**config.mk**
```make
export PLATFORM = sky130hd
export DESIGN_NAME = dvt_cmd_fifo
export DESIGN_NICKNAME = d
export VERILOG_FILES = /design/src/rtl/core/dvt_pkg.sv /design/src/rtl/core/dvt_cmd_fifo.sv
export VERILOG_INCLUDE_DIRS = /design/src /design/src/rtl/core
export SDC_FILE = /design/constraint.sdc
export NUM_CORES = 1
export LEC_CHECK = 0
export BUFFER_PORTS_ARGS = -buffer_cell sky130_fd_sc_hd__buf_2
export CAP_MARGIN = 20
export CORE_MARGIN = 8
export CORE_UTILIZATION = 41
export CTS_BUF_LIST = sky130_fd_sc_hd__clkbuf_8
export DETAILED_ROUTE_END_ITERATION = 8
export HOLD_SLACK_MARGIN = 0.03
export PLACE_DENSITY_LB_ADDON = 0.25
export SYNTH_ARGS = -nofsm -noshare
export SYNTH_HDL_FRONTEND = slang
export SYNTH_SLANG_ARGS = --single-unit
```
**constraint.sdc**
```tcl
create_clock -name clk -period 2.92 [get_ports clk]
set_input_delay 0.146 -clock clk [delete_from_list [all_inputs] [get_ports clk]]
set_output_delay 0.146 -clock clk [all_outputs]
set_load 0.05 [all_outputs]
```
**src/rtl/core/assert_macros.svh**
```systemverilog
// Assertion helpers shared by the core RTL.
`ifndef ASSERT_MACROS_SVH
`define ASSERT_MACROS_SVH

// Same-cycle implication, checked only out of reset.
`define ASSERT_IMPL(lbl, clk, rst_n, ante, cons, msg) \
    lbl: assert property (@(posedge clk) disable iff (!rst_n) (ante) |-> (cons)) \
        else $error(msg);

// Next-cycle implication, checked only out of reset.
`define ASSERT_NEXT(lbl, clk, rst_n, ante, cons, msg) \
    lbl: assert property (@(posedge clk) disable iff (!rst_n) (ante) |=> (cons)) \
        else $error(msg);

`endif

```
**src/rtl/core/dvt_pkg.sv**
```systemverilog
// ----------------------------------------------------------------------------
// dvt_pkg
// Shared types and constants of the distance-vector table update core.
// ----------------------------------------------------------------------------
`default_nettype none

package dvt_pkg;

    localparam int NODE_W = 6;
    localparam int DIST_W = 6;
    localparam int FUNC_W = 2;
    localparam int CNT_W  = 7;

    localparam logic [FUNC_W-1:0] FUNC_LINK = 2'd0;
    localparam logic [FUNC_W-1:0] FUNC_ADV  = 2'd1;
    localparam logic [FUNC_W-1:0] FUNC_READ = 2'd2;

    localparam logic [CNT_W-1:0]  CNT_RESET = 7'd64;
    localparam logic [DIST_W-1:0] DIST_ONE  = 6'd1;
    localparam logic [DIST_W-1:0] DIST_MAX  = 6'd63;

    localparam int CMDQ_DEPTH = 2;
    localparam int CMDQ_PW    = $clog2(CMDQ_DEPTH);
    localparam int CMDQ_CW    = $clog2(CMDQ_DEPTH + 1);

    typedef enum logic [1:0] {
        CMD_LINK,
        CMD_ADV,
        CMD_READ,
        CMD_REJECT
    } cmd_op_t;

    typedef struct packed {
        cmd_op_t           op;
        logic [NODE_W-1:0] node_a;
        logic [NODE_W-1:0] node_b;
    } cmd_t;

    // One table entry: known flag, hop distance, next hop.
    typedef struct packed {
        logic              known;
        logic [DIST_W-1:0] metric;
        logic [NODE_W-1:0] hop;
    } entry_t;

    // Queue side signals between queue and back end.
    typedef struct packed {
        logic valid;
        cmd_t cmd;
    } q_head_t;

endpackage

`default_nettype wire

```
**src/rtl/core/dvt_cmd_fifo.sv**
```systemverilog
// ----------------------------------------------------------------------------
// dvt_cmd_fifo
// Short command queue between front and back end.
// ----------------------------------------------------------------------------
`default_nettype none

`include "assert_macros.svh"

module dvt_cmd_fifo (
    input  wire logic              clk,
    input  wire logic              rst_n,
    input  wire logic              push,
    input  wire dvt_pkg::cmd_t     push_cmd,
    output      logic              full,
    input  wire logic              pop,
    output      dvt_pkg::q_head_t  head
);

    localparam int PW = dvt_pkg::CMDQ_PW;
    localparam int QW = dvt_pkg::CMDQ_CW;

    dvt_pkg::cmd_t entries_reg [dvt_pkg::CMDQ_DEPTH];
    logic [PW-1:0] wr_ptr_reg;
    logic [PW-1:0] rd_ptr_reg;
    logic [QW-1:0] count_reg;
    logic [QW-1:0] count_next;

    assign full       = (count_reg == QW'(dvt_pkg::CMDQ_DEPTH));
    assign head.valid = (count_reg != '0);
    assign head.cmd   = entries_reg[rd_ptr_reg];

    always_comb
    begin
        count_next = count_reg;
        unique case ({push, pop})
            2'b10:   count_next = count_reg + 1'b1;
            2'b01:   count_next = count_reg - 1'b1;
            default: count_next = count_reg;
        endcase
    end

    always_ff @(posedge clk or negedge rst_n)
    begin
        if (!rst_n)
        begin
            wr_ptr_reg <= '0;
            rd_ptr_reg <= '0;
            count_reg  <= '0;
        end
        else
        begin
            if (push)
            begin
                wr_ptr_reg <= (wr_ptr_reg == PW'(dvt_pkg::CMDQ_DEPTH - 1)) ? '0
                                                                          : wr_ptr_reg + 1'b1;
            end
            if (pop)
            begin
                rd_ptr_reg <= (rd_ptr_reg == PW'(dvt_pkg::CMDQ_DEPTH - 1)) ? '0
                                                                          : rd_ptr_reg + 1'b1;
            end
            count_reg <= count_next;
        end
    end

    always_ff @(posedge clk)
    begin
        if (push)
        begin
            entries_reg[wr_ptr_reg] <= push_cmd;
        end
    end

    `ASSERT_IMPL(a_no_overflow, clk, rst_n, push && full, pop, "push into full queue")
    `ASSERT_IMPL(a_no_underflow, clk, rst_n, pop, head.valid, "pop from empty queue")
    `ASSERT_IMPL(a_count_bound, clk, rst_n, 1'b1, count_reg <= QW'(dvt_pkg::CMDQ_DEPTH), "queue count past depth")

endmodule

`default_nettype wire

```
==> summary.txt, run 1 <==
Finish
  – Final net count: between 100 and 150
  – Post-route cell area: around 0.0015 mm2
  – Fraction of final layout cells with drive strength greater than 1: 54.46%
  – Fraction of the core area covered by cells at the end of the flow: about half
  – ANT cells: 0
  – Max FFs per register: 28
  – Post-layout instance count excluding filler cells: 134
  – Area added between synthesis and finish: 22.62%

Clock network
  – Post-CTS Hold Fix Bufs: 1
  – Max Buffers Root-to-Sink: 2
  – Count of buffers added by post-CTS timing repair for setup: 0
  – Root Buffer Master: clkbuf_8
  – Number of buffers inserted during clock tree synthesis: 5
  – Reg clk slew, reported paths: 60 ps
  – Num Clock Sinks: 32
  – TritonCTS clock tree: yes
  – Number of levels in the clock H-tree: 2
  – Resized Gates After CTS: 0
  – Skew-Pair Late Insertion Delay: about 280 ps

Timing
  – Number of setup violations in the final report: 0
  – Count of final hold-check violations: 0
  – Max Freq: 0.5282 GHz
  – Total negative slack for setup checks: 0 ps
  – Worst hold slack across all endpoints: approximately 57 ps
  – Period utilisation layout: 64.84%
  – Worst slew slack as a fraction of its limit: 47.59%
  – Unrepaired setup endpoints after global routing: no
  – Final Max Slew Viols: 0
  – Worst Clk Skew: 4.378 ps
  – Slew at the pin with the worst max-slew slack: just under 800 ps
  – Post-route setup slack: 1027 ps
  – Fin crit period: 1893 ps

Setup path
  – Crit path from: rd_ptr_reg
  – Top delay family on crit path: flip-flops
  – Total buffers and inverters traversed by the critical path: 1
  – Sort of element at the end of the critical path: output port
  – Slowest stage cell on the critical path: dfrtp_1
  – Worst Path Max Fanout: 15
  – Longest individual stage delay on the worst path: 850 ps
  – Arrival time at the worst endpoint: about 1800 ps
  – Startpoint of the most critical register-to-register path: wr_ptr_reg
  – Setup CP Type: flip-flop to output port
  – Critical path cell sequence: mux2_2 -> buf_2
  – FF-to-FF setup slack: approximately 1500 ps
  – Kind of start point of the critical path: flip-flop
  – Worst path required time: 2770 ps

Pwr
  – Clock network fraction of total power: 19.0%
  – Post-layout power: 1.723 mW
  – Psw: just under 700 uW
  – Internal power of the cells: 1.033 mW
  – Pwr per Cell Area: roughly 1100 mW/mm2
  – Share of total power in sequential cells: 40.8%
  – Logic pwr share: between 40% and 50%
  – Worst-case vdd ir drop: 644.7 uV
  – Switching power share of the total: 40.06%
  – Pleak: 0.6375 nW

Synthesis
  – Number of synthesized register bits: 32
  – Syn_nets: around 80
  – Portion of synthesized cell area occupied by the leading cell type: 67.27%
  – Ranking of synthesized cells by area: edfxtp_1, mux2_4, dfrtp_1
  – Number of distinct library cell variants in the gate-level netlist after synthesis: 14
  – Dominant cell by count in the synthesized netlist: edfxtp_1
  – Count of flip-flops with a built-in enable after synthesis: 28
  – Top cells by instance count after synthesis: edfxtp_1, mux2_4, mux2_2, dfrtp_1, xor2_1
  – Mapped cell area: about 0.0012 mm2
  – Cell taking the most area after synthesis: edfxtp_1
  – Per-instance average area after synthesis: 20.83 um2
  – Async set-or-reset flop fraction in the synthesized netlist: roughly an eighth
  – Number of warning messages in the yosys log: 0
  – Cells after Synth: 60
  – Sequential fraction of the synthesis area: 75.28%
  – Primary FF master, synth: edfxtp_1

Floorplan
  – Area of the die: 0.005072 mm2
  – Standard cell core area: approximately 0.0030 mm2
  – Starting density of the core: 41.97%
  – # rows: 20
  – Die boundary width: 71.22 um
  – Die Span Y: 71.22 um
  – IO Count: 34

Placement
  – Cells after DPL: 125
  – Setup Slack @ Placement: 1273 ps
  – Count of port buffers added during placement: 33
  – Detailed placer's ending HPWL: 1435 um
  – Final GP Congestion: 0.6134
  – Area after detailed placement: ~0.0014 mm2

Drt
  – Final Routed Wirelength: 2000 um
  – Pre-antenna DRT Iters: 4
  – Via density per instance: 4.619
  – Vias after detailed routing: around 620
  – Iter 0 DRT Violations: 13
  – Post-route DRC: 0
  – Average wire per standard cell: 14.93 um
  – Antenna-violating nets left: 0

GRT
  – Antenna violations before repair: 0
  – Remaining global-route overflow: 0
  – Largest net degree at the start of global routing: 16
  – Vias in the first global route: 727
  – Global Route Usage Sum: under 10%
  – Global-route wire length before repair: 3305 um

Run status
  – Run status: finished clean

Worst hold path
  – Kind of path behind the tightest hold check: input port to flip-flop
  – Min-Delay Startpoint: push_cmd[5]

Run
  – # Max-Cap Violations: 0
-- worst paths after layout --
check | end | cells after the start
min reg2reg | count_reg[1] | 1
max reg2reg | entries_reg[0][5] | 2
min | entries_reg[0][5] | 1
max | head[0] | 2
min in group asynchronous | count_reg[1] | 2
max in group asynchronous | wr_ptr_reg | 2
-- cells in the final DEF (no fill, tap or decap), drive strengths merged --
cell         count
ha               1
clkbuf           6
xnor2            2
nor2b            1
dfrtp            4
inv              3
xor2             3
edfxtp          28
dlygate4sd3      1
nor2             2
mux2            14
or2              1
buf             34
and2             1
-- cells by family after synthesis --
logic type,synth area share [%]
fa+ha+maj,1.001
flops,75.28
simple gates,2.103
buf+inv,2.803
mux,15.32
xor+xnor,3.504
-- power groups by stage --
stage          registers, mW  logic [mW]  clock network [mW]
2_1_floorplan          0.656       0.654                   0
6_report               0.703       0.692               0.328
4_1_cts                0.708       0.705               0.336
5_1_grt                0.722       0.727               0.360
3_5_place_dp           0.718       0.703                   0
3_3_place_gp           0.709       0.700                   0
-- metal layers --
layer  up-vias  track usage (%)  share of wire, %
met4         0            4.850               2.4
met5         -                0                 0
li1        303                -                 -
met3         5            5.579                10
met1       286            8.398                40
met2        25            13.78                48
-- area by class of cell --
type,instances,area (um2)
Clock buffer,6,82.58
Clock inverter,2,7.507
Fill cell,261,1445
Inverter,1,3.754
Multi-Input combinational cell,25,274.0
Sequential cell,32,940.9
Tap cell,33,41.29
Timing Repair Buffer,35,182.7
-- worst reg2reg max path, delay by kind of cell (launching register included) --
| kind | cells | cell delay, ps |
|---|---|---|
| simple gates | 1 | 430 |
| buf+inv | 1 | 280 |
| flops | 1 | 400 |
Note: power is estimated with default switching activity, not from simulation.
==> run 2: changes to the inputs <==
Settings changed: ABC_AREA set to 1.
Clock period 2.92 ns to 1.7 ns, I/O delays scaled along.
==> run 2 against run 1 <==
Against the previous run:
- sequential share of layout area decreased by 6.5 points
- cell area increased by 12%
- critical path depth increased by 2
- sequential power rose by 64%
- non-clock buffer count grew 19
- synthesized cell count is 62% higher
- wire length grew 11%
- global-route usage up 1.3 points
==> summary.txt, run 2 <==
Drt
  – Post-route DRC: 0 (unchanged)
  – Iter 0 DRT Violations: 33 (was 13)
  – Vias after detailed routing: 839 (was 619)
  – Met2 layer wire length in the routed design: 1059 um (was 960 um)
  – Pre-antenna DRT Iters: 4 (unchanged)
  – Final Routed Wirelength: 2219 um (was 2000 um)
  – Routed metal-1 wire length: 943 um (was 792 um)
  – Top Layer Used: met4 (unchanged)
  – Routed wl met3: 165 um (was 200 um)
  – Average wire per standard cell: 11.74 um (was 14.93 um)
  – Antenna-violating nets left: 0 (unchanged)
  – Via density per instance: 4.439 (was 4.619)

Clock network
  – Number of buffers inserted during clock tree synthesis: 5 (unchanged)
  – Resized Gates After CTS: 0 (unchanged)
  – Root Buffer Master: clkbuf_8 (unchanged)
  – Count of buffers added by post-CTS timing repair for setup: 0 (unchanged)
  – Post-CTS Hold Fix Bufs: 17 (was 1)
  – Skew-Pair Late Insertion Delay: 270 ps (was 280 ps)
  – Num Clock Sinks: 32 (unchanged)
  – Max Buffers Root-to-Sink: 2 (unchanged)
  – TritonCTS clock tree: yes (unchanged)
  – Reg clk slew, reported paths: 60 ps (about the same)
  – Number of levels in the clock H-tree: 2 (unchanged)

Pwr
  – Pleak: 0.7817 nW (was 0.6375 nW)
  – Worst-case vdd ir drop: 828.6 uV (was 644.7 uV)
  – Pwr per Cell Area: 1773 mW/mm2 (was 1124 mW/mm2)
  – Post-layout power: 3.037 mW (was 1.723 mW)

Timing
  – Max Freq: 0.6448 GHz
  – Unrepaired setup endpoints after global routing: no (unchanged)
  – Worst slew slack as a fraction of its limit: 67.18% (was 47.59%)
  – Count of final hold-check violations: 0 (unchanged)
  – Worst Clk Skew: 4.353 ps (was 4.378 ps)
  – Total negative slack for setup checks: 0 ps (unchanged)
  – Period utilisation layout: 91.23%
  – Final Max Slew Viols: 0 (unchanged)
  – Number of setup violations in the final report: 0 (unchanged)
  – Fin crit period: 1551 ps
  – Slew at the pin with the worst max-slew slack: 491.7 ps (was 786.2 ps)

Synthesis
  – Area share of xor/xnor cells in the synthesized design: 2.090% (was 3.504%)
  – Post-synthesis compound-gate area fraction: 6.169% (was 0%)
  – Mux cell area share after synthesis: 0% (was 15.32%)
  – Mapped cell area: 0.001257 mm2 (was 0.001250 mm2)
  – Top cells by instance count after synthesis: edfxtp_1, inv_1, nand2_1, o21ai_0, dfrtp_1 (was edfxtp_1, mux2_4, mux2_2, dfrtp_1, xor2_1)
  – Cells after Synth: 97 (was 60)
  – Number of synthesized register bits: 32 (unchanged)
  – Dominant cell by count in the synthesized netlist: edfxtp_1 (unchanged)
  – Simple-gate portion of the synthesized area: 7.463% (was 2.102%)
  – Syn_nets: 116 (was 79)
  – Ranking of synthesized cells by area: edfxtp_1, dfrtp_1, inv_1 (was edfxtp_1, mux2_4, dfrtp_1)
  – Primary FF master, synth: edfxtp_1 (unchanged)
  – Cell taking the most area after synthesis: edfxtp_1 (unchanged)
  – Per-instance average area after synthesis: 12.96 um2 (was 20.83 um2)
  – Arithmetic-cell share of the synthesized area counting full adders, half adders and majority gates: 0.9950% (was 1.001%)
  – Main combinational cell family by area after synthesis: buffers and inverters (was multiplexers)
  – Sequential fraction of the synthesis area: 74.83% (was 75.28%)
  – Count of flip-flops with a built-in enable after synthesis: 28 (unchanged)
  – Portion of synthesized cell area occupied by the leading cell type: 66.87% (was 67.27%)
  – Async set-or-reset flop fraction in the synthesized netlist: 12.50% (unchanged)
  – Number of distinct library cell variants in the gate-level netlist after synthesis: 15 (was 14)
  – Number of warning messages in the yosys log: 0 (unchanged)

Floorplan
  – # rows: 20 (unchanged)
  – Starting density of the core: 42.23% (was 41.97%)
  – IO Count: 34 (unchanged)
  – Area of the die: 0.005095 mm2 (was 0.005072 mm2)
  – Die Span Y: 71.38 um (was 71.22 um)
  – Standard cell core area: 0.002978 mm2 (unchanged)
  – Die boundary width: 71.38 um (was 71.22 um)

Placement
  – Detailed placer's ending HPWL: 1633 um (was 1435 um)
  – Final GP Congestion: 0.6395 (was 0.6134)
  – Count of port buffers added during placement: 33 (unchanged)

Finish
  – Final net count: 174 (was 119)
  – Area added between synthesis and finish: 36.22% (was 22.62%)
  – Fraction of final layout cells with drive strength greater than 1: 28.21% (was 54.46%)
  – ANT cells: 0 (unchanged)
  – Number of fill cells in the layout: 245 (was 261)
  – Area occupied by registers: 940.9 um2 (unchanged)
  – Area occupied by multi-input gates: 210.2 um2 (was 274.0 um2)
  – Commonest cells after routing, fill and taps aside: buf_2, edfxtp_1, inv_1, nand2_1, dlygate4sd3_1 (was buf_2, edfxtp_1, mux2_4, clkbuf_8, mux2_2)
  – Max FFs per register: 28 (unchanged)
  – Most common cell after layout, fill and taps aside: buf_2 (unchanged)

Setup path
  – Critical path cell sequence: buf_4 -> nand2_1 -> o21ai_0 -> buf_2 (was mux2_2 -> buf_2)
  – Setup CP Type: flip-flop to output port (unchanged)
  – Sort of element at the end of the critical path: output port (unchanged)
  – Worst Path Max Fanout: 12 (was 15)
  – Slowest stage cell on the critical path: dfrtp_1 (unchanged)
  – Longest individual stage delay on the worst path: 500 ps (was 850 ps)
  – Arrival time at the worst endpoint: 1470 ps (was 1750 ps)
  – Worst path required time: 1620 ps (was 2770 ps)
  – Kind of start point of the critical path: flip-flop (unchanged)

Worst hold path
  – Kind of path behind the tightest hold check: input port to async pin (was input port to flip-flop)

GRT
  – Global-route wire length before repair: 3877 um (was 3305 um)
  – Largest net degree at the start of global routing: 15 (was 16)
  – Antenna violations before repair: 0 (unchanged)
  – Vias in the first global route: 911 (was 727)
  – Global Route Usage Sum: 9.959% (was 8.678%)
  – Remaining global-route overflow: 0 (unchanged)

Run status
  – Run status: finished clean (unchanged)

Run
  – # Max-Cap Violations: 0 (unchanged)
[run 2: cell count changes after synthesis, moves of 2 or more]
cell,before,now
inv_1,1,20
mux2_2,5,0
mux2_4,9,0
o21ai_0,0,12
nand2_1,0,20
o21ai_2,0,2
[run 2: worst paths after layout]
path                               from                end  slack, ps  cells past startpoint
max reg2reg                  wr_ptr_reg  entries_reg[1][6]        530                      2
min in group clk           count_reg[1]       count_reg[1]        470                      2
min                               rst_n       count_reg[1]        140                      2
min reg2reg                count_reg[1]       count_reg[1]        470                      2
max                          rd_ptr_reg            head[4]        150                      4
max in group asynchronous         rst_n         wr_ptr_reg       1430                      2
[run 2: kinds of logic (layout without fill, tap and decap cells)]
| group | after synthesis | count (layout) |
|---|---|---|
| xor gates and xnor gates | 3 | 3 |
| DFF | 32 | 32 |
| and+or+nand+nor | 24 | 24 |
| adders and majority gates | 1 | 1 |
| AOI/OAI and AO/OA | 14 | 14 |
| buffers and inverters | 23 | 82 |
[run 2: final cells by class]
cell class / instances / area share, %
Multi-Input combinational cell: 42 / 12.27
Clock inverter: 3 / 0.6574
Clock buffer: 5 / 4.018
Sequential cell: 32 / 54.93
Inverter: 20 / 4.383
Timing Repair Buffer: 54 / 21.33
Tap cell: 33 / 2.411
[run 2: worst max-delay path: cells and delay by family, from the launching register on]
kind	cells	cell delay [ps]
simple gates	1	70
compound gates	1	90
buf+inv	2	540
flops	1	500
[run 2: stage by stage]
| step | worst slack [ps] | cell area (um2) | instances | hold WS, ps | utilization, % |
|---|---|---|---|---|---|
| 6_report | 149.0 | 1713 | 189 | 144.2 | 57.52 |
| 5_1_grt | 40.74 | 1713 | 189 | 141.6 | 57.52 |
| 4_1_cts | 139.2 | 1713 | 189 | 135.0 | 57.52 |
| 3_5_place_dp | 435.3 | 1463 | 164 | -100.3 | 49.12 |
| 3_3_place_gp | 498.8 | 1463 | 164 | -102.7 | 49.12 |
| 2_1_floorplan | -25.33 | 1257 | 97 | -210.6 | - |
[run 2: layer usage]
metal | vias up | track usage, %
li1 | 435 | -
met1 | 374 | 9.974
met2 | 25 | 15.92
met3 | 5 | 4.603
met4 | 0 | 7.390
met5 | - | 0
[run 2: power breakdown]
part,switching [mW],internal (mW)
Sequential,0.0889,1.06
Clock,0.239,0.272
Combinational,1.05,0.329
Total,1.38,1.66
