**src/rtl/core/assert_macros.svh**
```systemverilog
// Assertion helpers shared by the core RTL.
`ifndef ASSERT_MACROS_SVH
`define ASSERT_MACROS_SVH

// Same-cycle implication, checked only out of reset.
`define ASSERT_IMPL(lbl, clk, rst_n, ante, cons, msg) \
    lbl: assert property (@(posedge clk) disable iff (!rst_n) (ante) |-> (cons)) \
        else $error(msg);

// Next-cycle implication, checked only out of reset.
`define ASSERT_NEXT(lbl, clk, rst_n, ante, cons, msg) \
    lbl: assert property (@(posedge clk) disable iff (!rst_n) (ante) |=> (cons)) \
        else $error(msg);

`endif

```
**src/rtl/core/dvt_pkg.sv**
```systemverilog
// ----------------------------------------------------------------------------
// dvt_pkg
// Shared types and constants of the distance-vector table update core.
// ----------------------------------------------------------------------------
`default_nettype none

package dvt_pkg;

    localparam int NODE_W = 6;
    localparam int DIST_W = 6;
    localparam int FUNC_W = 2;
    localparam int CNT_W  = 7;

    localparam logic [FUNC_W-1:0] FUNC_LINK = 2'd0;
    localparam logic [FUNC_W-1:0] FUNC_ADV  = 2'd1;
    localparam logic [FUNC_W-1:0] FUNC_READ = 2'd2;

    localparam logic [CNT_W-1:0]  CNT_RESET = 7'd64;
    localparam logic [DIST_W-1:0] DIST_ONE  = 6'd1;
    localparam logic [DIST_W-1:0] DIST_MAX  = 6'd63;

    localparam int CMDQ_DEPTH = 2;
    localparam int CMDQ_PW    = $clog2(CMDQ_DEPTH);
    localparam int CMDQ_CW    = $clog2(CMDQ_DEPTH + 1);

    typedef enum logic [1:0] {
        CMD_LINK,
        CMD_ADV,
        CMD_READ,
        CMD_REJECT
    } cmd_op_t;

    typedef struct packed {
        cmd_op_t           op;
        logic [NODE_W-1:0] node_a;
        logic [NODE_W-1:0] node_b;
    } cmd_t;

    // One table entry: known flag, hop distance, next hop.
    typedef struct packed {
        logic              known;
        logic [DIST_W-1:0] metric;
        logic [NODE_W-1:0] hop;
    } entry_t;

    // Queue side signals between queue and back end.
    typedef struct packed {
        logic valid;
        cmd_t cmd;
    } q_head_t;

endpackage

`default_nettype wire

```
**src/rtl/core/dvt_front.sv**
```systemverilog
// ----------------------------------------------------------------------------
// dvt_front
// Node-count register, request intake and classification into commands.
// ----------------------------------------------------------------------------
`default_nettype none

module dvt_front #(
    parameter int MAX_NODES = 64
) (
    input  wire logic                        clk,
    input  wire logic                        rst_n,
    input  wire logic                        cfg_we,
    input  wire logic [dvt_pkg::CNT_W-1:0]   cfg_wdata,
    input  wire logic                        in_valid,
    output      logic                        in_stall,
    input  wire logic [dvt_pkg::FUNC_W-1:0]  func,
    input  wire logic [dvt_pkg::NODE_W-1:0]  node_a,
    input  wire logic [dvt_pkg::NODE_W-1:0]  node_b,
    input  wire logic                        q_full,
    input  wire logic                        clr_busy,
    output      logic                        q_push,
    output      dvt_pkg::cmd_t               q_cmd,
    output      logic [$clog2(MAX_NODES+1)-1:0] n_eff
);

    localparam int CW = $clog2(MAX_NODES + 1);
    localparam logic [31:0] MAX_N32 = 32'(MAX_NODES);

    logic [dvt_pkg::CNT_W-1:0] node_count_reg;
    logic [31:0]               cnt32;
    logic [31:0]               n32;
    logic                      in_range;

    always_ff @(posedge clk or negedge rst_n)
    begin
        if (!rst_n)
        begin
            node_count_reg <= dvt_pkg::CNT_RESET;
        end
        else if (cfg_we)
        begin
            node_count_reg <= cfg_wdata;
        end
    end

    // clamp to 1..MAX_NODES
    always_comb
    begin
        cnt32 = 32'(node_count_reg);
        priority if (cnt32 == 32'd0)
        begin
            n32 = 32'd1;
        end
        else if (cnt32 > MAX_N32)
        begin
            n32 = MAX_N32;
        end
        else
        begin
            n32 = cnt32;
        end
    end

    assign n_eff    = CW'(n32);
    assign in_range = (32'(node_a) < n32) && (32'(node_b) < n32);

    always_comb
    begin
        q_cmd.node_a = node_a;
        q_cmd.node_b = node_b;
        q_cmd.op     = dvt_pkg::CMD_REJECT;
        if (in_range)
        begin
            unique case (func)
                dvt_pkg::FUNC_LINK:
                begin
                    if (node_a != node_b)
                    begin
                        q_cmd.op = dvt_pkg::CMD_LINK;
                    end
                end
                dvt_pkg::FUNC_ADV:
                begin
                    if (node_a != node_b)
                    begin
                        q_cmd.op = dvt_pkg::CMD_ADV;
                    end
                end
                dvt_pkg::FUNC_READ:
                begin
                    q_cmd.op = dvt_pkg::CMD_READ;
                end
                default:
                begin
                    q_cmd.op = dvt_pkg::CMD_REJECT;
                end
            endcase
        end
    end

    // no intake while the table is being cleared
    assign in_stall = q_full || clr_busy;
    assign q_push   = in_valid && !in_stall;

endmodule

`default_nettype wire

```
**config.mk**
```make
export PLATFORM = sky130hd
export DESIGN_NAME = dvt_front
export DESIGN_NICKNAME = d
export VERILOG_FILES = /design/src/rtl/core/assert_macros.svh /design/src/rtl/core/dvt_pkg.sv /design/src/rtl/core/dvt_front.sv
export SDC_FILE = /design/constraint.sdc
export NUM_CORES = 1
export LEC_CHECK = 0
export BUFFER_PORTS_ARGS = -buffer_cell sky130_fd_sc_hd__buf_2
export CAP_MARGIN = 20
export CORE_MARGIN = 8
export CORE_UTILIZATION = 45
export CTS_CLUSTER_DIAMETER = 60
export DETAILED_ROUTE_END_ITERATION = 8
export GPL_TIMING_DRIVEN = 0
export PLACE_DENSITY = 0.82
export RECOVER_POWER = 25
export SLEW_MARGIN = 20
export SYNTH_ARGS = -nofsm -noshare
export SYNTH_HDL_FRONTEND = slang
export SYNTH_SLANG_ARGS = --single-unit
```
**constraint.sdc**
```tcl
create_clock -name clk -period 3.7 [get_ports clk]
set_clock_uncertainty 0.2 [all_clocks]
set_input_delay 0.74 -clock clk [delete_from_list [all_inputs] [get_ports clk]]
set_output_delay 0.74 -clock clk [all_outputs]
set_load 0.01 [all_outputs]
```
==> out/results.txt, run 1 <==
The buffer levels on the longest clock path was 2; the leakage dissipation was 0.0006026 µW. The cell row count is 15, and the warning count from the yosys run is 0. The maximum number of pins on one net before global-route repair is 9, and the share of synthesized flip-flops with an asynchronous set or reset is 100.0%.

Global routing finished with a remaining overflow of 0. For this design the ratio of total power to cell area is 268.3 mW/mm². The run gives 779 as the via count of the first global-routing pass. Counting flops and latches in the post-synthesis netlist gives 7.

The tools report the cell count after synthesis as 89. In this run the mean area of a mapped cell was 8.885 µm². In the final routed layout, each cell accounts on average for 12.22 µm. For this run, the leading register cell type out of synthesis is dfrtp_1. The number of levels in the clock H-tree came out at 1.

The worst setup path is of the reg -> out kind. TritonCTS sink count: 7. The class of the tightest hold or removal check was in -> async.

In this run the worst path has a maximum fanout of 7. The number of gates given a new drive strength after cts was 0; the max-slew violation count was 0. The run gives 69.83% as the remaining max-slew budget at the tightest pin.

The endpoint of the lowest-slack register-to-register path is node_count_reg[6]$_DFFE_PN1P_. The count of filler cells inserted in the layout came out at 150. The summed negative setup slack over all endpoints is 0 ps. For this design, the CTS-stage hold fixing added 0 buffers. The signed area change from the synthesized netlist to the final layout was 36.23%.

Leaving out fill and tap cells, the most frequent cell in the layout is buf_2. Sequential cells were found to cover 22.31% of the synthesized design area. The clock period could shrink to 3169 ps. Cells with a size suffix above 1 make up 52.48% of the layout. The run gives 0 as the max-cap violation count. The run finished with clean final reports. At the worst endpoint, the required time is 2760 ps. The startpoint identified for the worst register-to-register timing path is node_count_reg[6]$_DFFE_PN1P_. The portion of the clock cycle consumed by the worst path in the final layout was 85.64%. The top cell types in the final layout, fill and taps aside, are buf_2 (48), buf_4 (12), inv_1 (11). Setup repair after global routing left no endpoint under its margin. Routability-driven placement finished with a final weighted congestion of 0.7149. The clock latency reported for the late side of the worst-skew pair was 240 ps. After clock tree synthesis, the setup repair step added 0 buffers. At the end of the flow, the number of nets in the layout was 179. The logs give 2540 ps for the reg-to-reg setup timing slack and 0 for the initial antenna violation count. The height of the chip came out at 57.92 µm. For the pin with the worst max-slew slack, the measured transition is 441.1 ps. The achievable clock frequency is 315.6 MHz, and the total of endpoints with negative setup slack in the final report is 0. The first detailed-routing pass took 4 iterations.

The repair_antennas step left the layout with diodes totalling 0. TritonCTS built the clock tree. The floorplan die width was 57.92 µm. The starting density of the core was 46.81%; the cell depth of the worst flop-to-flop path was 2.

The number of port buffers came out at 48. The count of nets left with antenna violations once routing finished came out at 0. The count of cell types in the netlist is 29. The count of placed standard cells in the final layout, fillers left out is 158, and the total clock buffers created by CTS is 3. VDD sags by at most 0.2367 mV. Half-perimeter wire length after detailed placement: 1791 µm.

The worst setup path is launched from a register. In this run, placement finished with an instance count of 154. Clock-pin slew was measured on the worst setup and hold paths at 50 ps.

The logs give 126 for the net count after synthesis and 11.19% for the total routing usage reported by global routing. The tools report the clock tree root buffer cell as clkbuf_4. The mean number of vias per cell works out to 4.861. The tools report the global-route wire length before repair as 3153 µm.

The design draws 289.0 µW. After synthesis the cells add up to 790.8 µm². For this run, the share of the core covered by cells in the final layout is 63.78%. Nature of the critical path endpoint: an output port. After detailed routing, the number of remaining DRC violations is 0. The logs give 2230 ps for the data arrival time of the critical path and 8 for the number of DRC markers in iteration 0.

Summed over all layers, the routed wires come to 1930 µm. The via count is 768, and the flip-flop count of the largest register, all copies and words added is 7. The tools report the die area as 0.003355 mm².

The number of endpoints with negative hold slack in the final report came out at 0. The number of top-level design ports came out at 50. The core region is 0.001689 mm². The synthesized design contains 0 enable-type register cells.
==> worst max path at each step <==
stage,from,endpoint,slack (ps)
global route,node_count_reg[6]$_DFFE_PN1P_,q_cmd[13],300
CTS,node_count_reg[6]$_DFFE_PN1P_,q_cmd[13],490
finish,node_count_reg[6]$_DFFE_PN1P_,q_cmd[13],530
floorplan,node_a[3],q_cmd[12],1080
detailed placement,node_a[3],q_cmd[13],680
global placement,node_a[3],q_cmd[13],730
==> kinds of logic (layout without fill, tap and decap cells) <==
logic type,count (synthesis),count (layout),share of synthesized area (%)
AO/OA/AOI/OAI,16,16,15.67
XOR/XNOR,6,6,6.646
adder cells (fa/ha/maj),10,10,15.82
buffers and inverters,25,77,17.72
flip-flops,7,7,22.31
multiplexers,6,6,8.544
AND/OR/NAND/NOR,19,19,13.29
==> critical path, cell delays in order (launching register included) <==
cell       delay (ps)
dfstp_2           580
inv_1             130
nand2_1           140
ha_1              260
a2111oi_0         440
a211o_1           220
nand3_1            70
buf_2             150
==> through the flow <==
step / hold WS [ps] / instance area (µm²) / worst slack (ps)
final: 178.3 / 1077 / 531.3
after global routing: 189.0 / 1077 / 299.0
after CTS: 115.4 / 1079 / 489.0
after detailed placement: 306.1 / 1052 / 681.5
after global placement: 287.9 / 1052 / 728.8
after floorplan: 244.4 / 790.8 / 1082
==> synthesized netlist by cell type (2+ instances only) <==
master	n	area share, %
buf_4	12	11
inv_1	11	5.2
ha_1	10	16
nand2_1	7	3.3
dfrtp_1	6	19
mux2_2	6	8.5
xor2_1	6	6.6
a211oi_1	3	2.8
nor2_1	3	1.4
a2111oi_0	2	2.2
a21oi_1	2	1.3
nand3_1	2	1.3
nor3_1	2	1.3
o21ai_0	2	1.3
==> power breakdown <==
part / switching, µW / internal [µW] / total [µW]
sequential: 8.97 / 85.2 / 94.1
combinational: 64.6 / 64.1 / 129
clock: 25.2 / 41.0 / 66.1
==> cell type report <==
type                    count  area [µm²]  share of cell area, %
flip-flops and latches      7       176.4                  16.38
well taps                  17       21.27                  1.974
clock buffers               4       26.28                  2.439
plain buffers              14       98.84                  9.175
repair buffers             48       239.0                  22.18
multi-input cells          57       474.2                  44.02
inverters                  11       41.29                  3.833
==> per-layer routing <==
layer	wire (µm)	track usage [%]	part of all wire, %	up-vias
met5	0	0	0	-
met4	0	2.098	0	0
met3	190	4.415	9.8	0
met2	996	21.02	52	27
met1	743	11.35	38	336
li1	-	-	-	405
No activity file was read; power rests on OpenSTA's default activity.
==> inputs of run 2 (changes only) <==
--- a/config.mk
+++ b/config.mk
@@ -5,10 +5,11 @@
 export SDC_FILE = /design/constraint.sdc
 export NUM_CORES = 1
 export LEC_CHECK = 0
+export ABC_AREA = 1
 export BUFFER_PORTS_ARGS = -buffer_cell sky130_fd_sc_hd__buf_2
 export CAP_MARGIN = 20
 export CORE_MARGIN = 8
-export CORE_UTILIZATION = 45
+export CORE_UTILIZATION = 46
 export CTS_CLUSTER_DIAMETER = 60
 export DETAILED_ROUTE_END_ITERATION = 8
 export GPL_TIMING_DRIVEN = 0
==> run 2 against run 1 <==
Synthesized area up 5.1%; sequential share of layout area down 0.78 points; design area up 5.0%.
==> out/results.txt, run 2 <==
Leakage dissipation: 0.0006704 µW (+11%). The flow ran to the end, and the final reports show no timing, DRC or antenna violations. In this run the worst setup path begins at node_count_reg[0]$_DFFE_PN0P_. For the overall power after layout, the log shows 294.0 µW (+1.7%). The run gives 0 (unchanged) as the number of gates given a new drive strength after cts.

The total wirelength of the detailed-routed design is 2043 µm (+5.9%). The portion of the clock cycle consumed by the worst path in the final layout works out to 80.85% (-4.8 points). The placer's final routability congestion estimate was 0.8076 (+13%).

The run gives 0 (unchanged) as the residual DRC count. The buffer levels on the longest clock path is 2 (unchanged), and the count of filler cells inserted in the layout is 165 (+10%). Sorting the synthesized cells by area gives the leading types as dfrtp_1 (18%), ha_1 (15%), nand2_1 (12%). Area fraction in and, or, nand and nor cells after synthesis: 26.81% (+14 points). For the number of levels in the clock H-tree, the log shows 1 (unchanged). The die area is 0.003422 mm² (+2.0%), and the fraction of power spent switching nets is 35.44% (+1.3 points). The sequential fraction of design power was 30.8% (-1.8 points); the number of placed instances with taps included was 194 (+26%).

The cell-internal power was 189.8 µW (-0.24%). The number of diodes added for antenna fixing was 0 (unchanged). The count of placed standard cells in the final layout, fillers left out is 198 (+25%). The fraction of synthesized cell area in xor and xnor cells came out at 6.325% (-0.32 points). The most used standard cell by instance count after synthesis was nand2_1. The kind of start point of the critical path was a register.

For the warning count from the yosys run, the log shows 0 (unchanged). The class of the tightest hold or removal check was in -> async. The number of DRC markers in iteration 0 is 14 (+6). The tools report the global-route wire length before repair as 3663 µm (+16%). The worst setup path is captured at an output port. The tools report the net switching power as 104.2 µW (+5.4%). Count of hold buffers inserted by post-cts repair: 0 (unchanged). Library cell occupying the most area in the post-synthesis netlist: dfrtp_1.

The number of endpoints with negative hold slack in the final report came out at 0 (unchanged). The fraction of final layout cells with drive strength greater than 1 is 42.20% (-10 points), and the net count after synthesis is 157 (+25%). The via count of the first global-routing pass was 893 (+15%). The signed area change from the synthesized netlist to the final layout works out to 36.14% (about the same). Type of the setup path with the least slack: reg -> out. In the layout the commonest cells are buf_2 (47), nand2_1 (26), inv_1 (18). Setup repair after global routing left no endpoint under its margin. The run gives 7 (unchanged) as the TritonCTS sink count. Startpoint of the worst register-to-register path: node_count_reg[6]$_DFFE_PN1P_. Core box area: 0.001708 mm² (+1.1%). Synthesized-area fraction occupied by ao, oa, aoi and oai cells: 7.681% (-8.0 points). The tools report the total routing usage reported by global routing as 13.46% (+2.3 points). For the number of top-level design ports, the log shows 50 (unchanged).

The largest fanout on the critical path came out at 4 (-3). The total of endpoints with negative setup slack in the final report came out at 0 (unchanged). The mean number of vias per cell is 4.480 (-7.8%). The most used flip-flop cell after synthesis is dfrtp_1.

The tools report the half-perimeter wire length after detailed placement as 1881 µm (+5.0%). The cell sitting at the root of the clock tree is a clkbuf_4. The number of buffers inserted by post-CTS setup repair is 0 (unchanged), and the time the final worst path needs with I/O delays and setup is 2991 ps (-177.4 ps). The cell count after synthesis was 120 (+35%). Sequential element share of the synthesized area: 21.23% (-1.1 points). The initial antenna violation count is 0 (unchanged), and the post-synthesis sequential element count is 7 (unchanged). The logs give 0.2158 mV (-8.8%) for the worst supply voltage drop on vdd and 77.16% (+7.3 points) for the remaining max-slew budget at the tightest pin. The library cell used most frequently in the layout, excluding fill and tap cells, is buf_2. For the portion of total power attributed to the clock network, the log shows 23.1% (+0.2 points).

TritonCTS built the clock tree. The cell row count is 15 (unchanged), and the remaining number of nets flagged by the antenna check after routing is 0 (unchanged). The share of synthesized flip-flops with an asynchronous set or reset was 100.0% (unchanged); the max-slew violation count was 0 (unchanged). For the data arrival time of the critical path, the log shows 2050 ps (-180 ps). The flip-flop count of the largest register, all copies and words added is 7 (unchanged), and the routed wire length per instance is 10.32 µm (-16%). The via count came out at 887 (+15%). The cell area power density is 259.9 mW/mm² (-3.1%), and the top cell type's share of synthesized area is 18.07% (-0.92 points). The mux cell area share after synthesis works out to 0% (-8.5 points). The summed negative setup slack over all endpoints is 0 ps (unchanged). The max-cap violation count is 0 (unchanged). The share of synthesized cell area in full adder, half adder and majority cells was 15.06% (-0.76 points). For the synthesized cell area, the log shows 830.8 µm² (+5.1%). The transition at the pin with the smallest max-transition slack was 342.6 ps (-98.46 ps); the global route total overflow was 0 (unchanged).

The count of cell types in the netlist is 23 (-21%). The first-pass detailed-route iteration total was 4 (unchanged). Post-CTS clock slew at the launch and capture registers of the worst setup and hold paths: 50 ps (about the same). The number of synthesized flops with an enable pin was 0 (unchanged); the storage element area was 176.4 µm² (unchanged).

Sorting the synthesized cells by how often they occur yields nand2_1 (26), inv_1 (18), buf_4 (12), nor2_1 (12), ha_1 (10). The required time at the worst-slack endpoint came out at 2760 ps (about the same). The starting density of the core was 48.64% (+1.8 points); the portion of total power attributed to combinational logic was 46.0% (+1.4 points). The maximum number of pins on one net before global-route repair is 11 (+2), and the average cell area after synthesis is 6.923 µm² (-22%). The run gives 464.2 µm² (-2.1%) as the area of the multi-input gates. The total clock buffers created by CTS was 3 (unchanged). The height of the chip came out at 58.50 µm (+0.99%). The floorplan die width was 58.50 µm (+0.99%). For the post-layout net count, the log shows 211 (+18%). Main combinational cell family by area after synthesis: simple AND/OR/NAND/NOR gates. The run gives 250 ps (about the same) as the clock latency reported for the late side of the worst-skew pair. The achievable clock frequency is 334.3 MHz (+5.9%), and the number of port buffers is 49 (+2.1%).
run 2: kinds of logic after synthesis:
| family | Yosys count |
|---|---|
| flip-flops | 7 |
| buffers and inverters | 35 |
| AND/OR/NAND/NOR | 50 |
| adder cells (fa/ha/maj) | 10 |
| XOR/XNOR | 6 |
| AO/OA/AOI/OAI | 12 |
run 2: power groups by stage:
stage | logic [µW] | registers (µW) | clock network [µW]
3_5_place_dp | 138 | 91.9 | 0
5_1_grt | 155 | 91.7 | 79.9
6_report | 135 | 90.7 | 68.0
4_1_cts | 138 | 90.7 | 71.5
2_1_floorplan | 86.5 | 90.9 | 0
3_3_place_gp | 133 | 91.6 | 0
run 2: worst max-delay path: stages (launching register included):
cell,delay [ps]
dfrtp_1,390
nor2_2,130
nand3_1,70
nand2_1,130
inv_2,70
nor2_1,120
inv_1,70
ha_1,300
a21oi_1,150
nand2_1,60
nand2_1,80
nand4_1,90
buf_2,150
run 2: worst paths after layout:
path	endpoint	slack [ps]	cells past startpoint
max	q_cmd[12]	710	12
min	node_count_reg[3]$_DFFE_PN0P_	160	1
max reg2reg	node_count_reg[6]$_DFFE_PN1P_	2660	2
min reg2reg	node_count_reg[6]$_DFFE_PN1P_	330	2
max in group asynchronous	node_count_reg[6]$_DFFE_PN1P_	2840	1
min in group clk	node_count_reg[6]$_DFFE_PN1P_	330	2
run 2: layout make-up:
type / count / area share [%]
tap: 25 / 2.765
clock buffer: 4 / 2.323
inverter: 21 / 8.186
sequential: 7 / 15.60
buffer: 14 / 8.628
timing repair buffer: 49 / 21.46
multi-input combinational: 78 / 41.04
run 2: stage by stage:
stage / hold WS (ps) / cell area (µm²) / util (%) / worst slack [ps]
after floorplan: 244.4 / 830.8 / - / 1060
after global placement: 328.7 / 1107 / 64.84 / 1001
after detailed placement: 326.7 / 1107 / 64.84 / 965.1
after CTS: 101.0 / 1134 / 66.37 / 682.7
after global routing: 174.0 / 1131 / 66.23 / 420.4
final: 160.1 / 1131 / 66.23 / 708.7
run 2: layer usage:
layer / track usage, % / up-vias / wire length (µm)
met4: 8.741 / 0 / 58
met5: 0 / - / 0
met2: 23.78 / 33 / 1048
li1: - / 464 / -
met1: 13.77 / 384 / 789
met3: 3.261 / 6 / 147
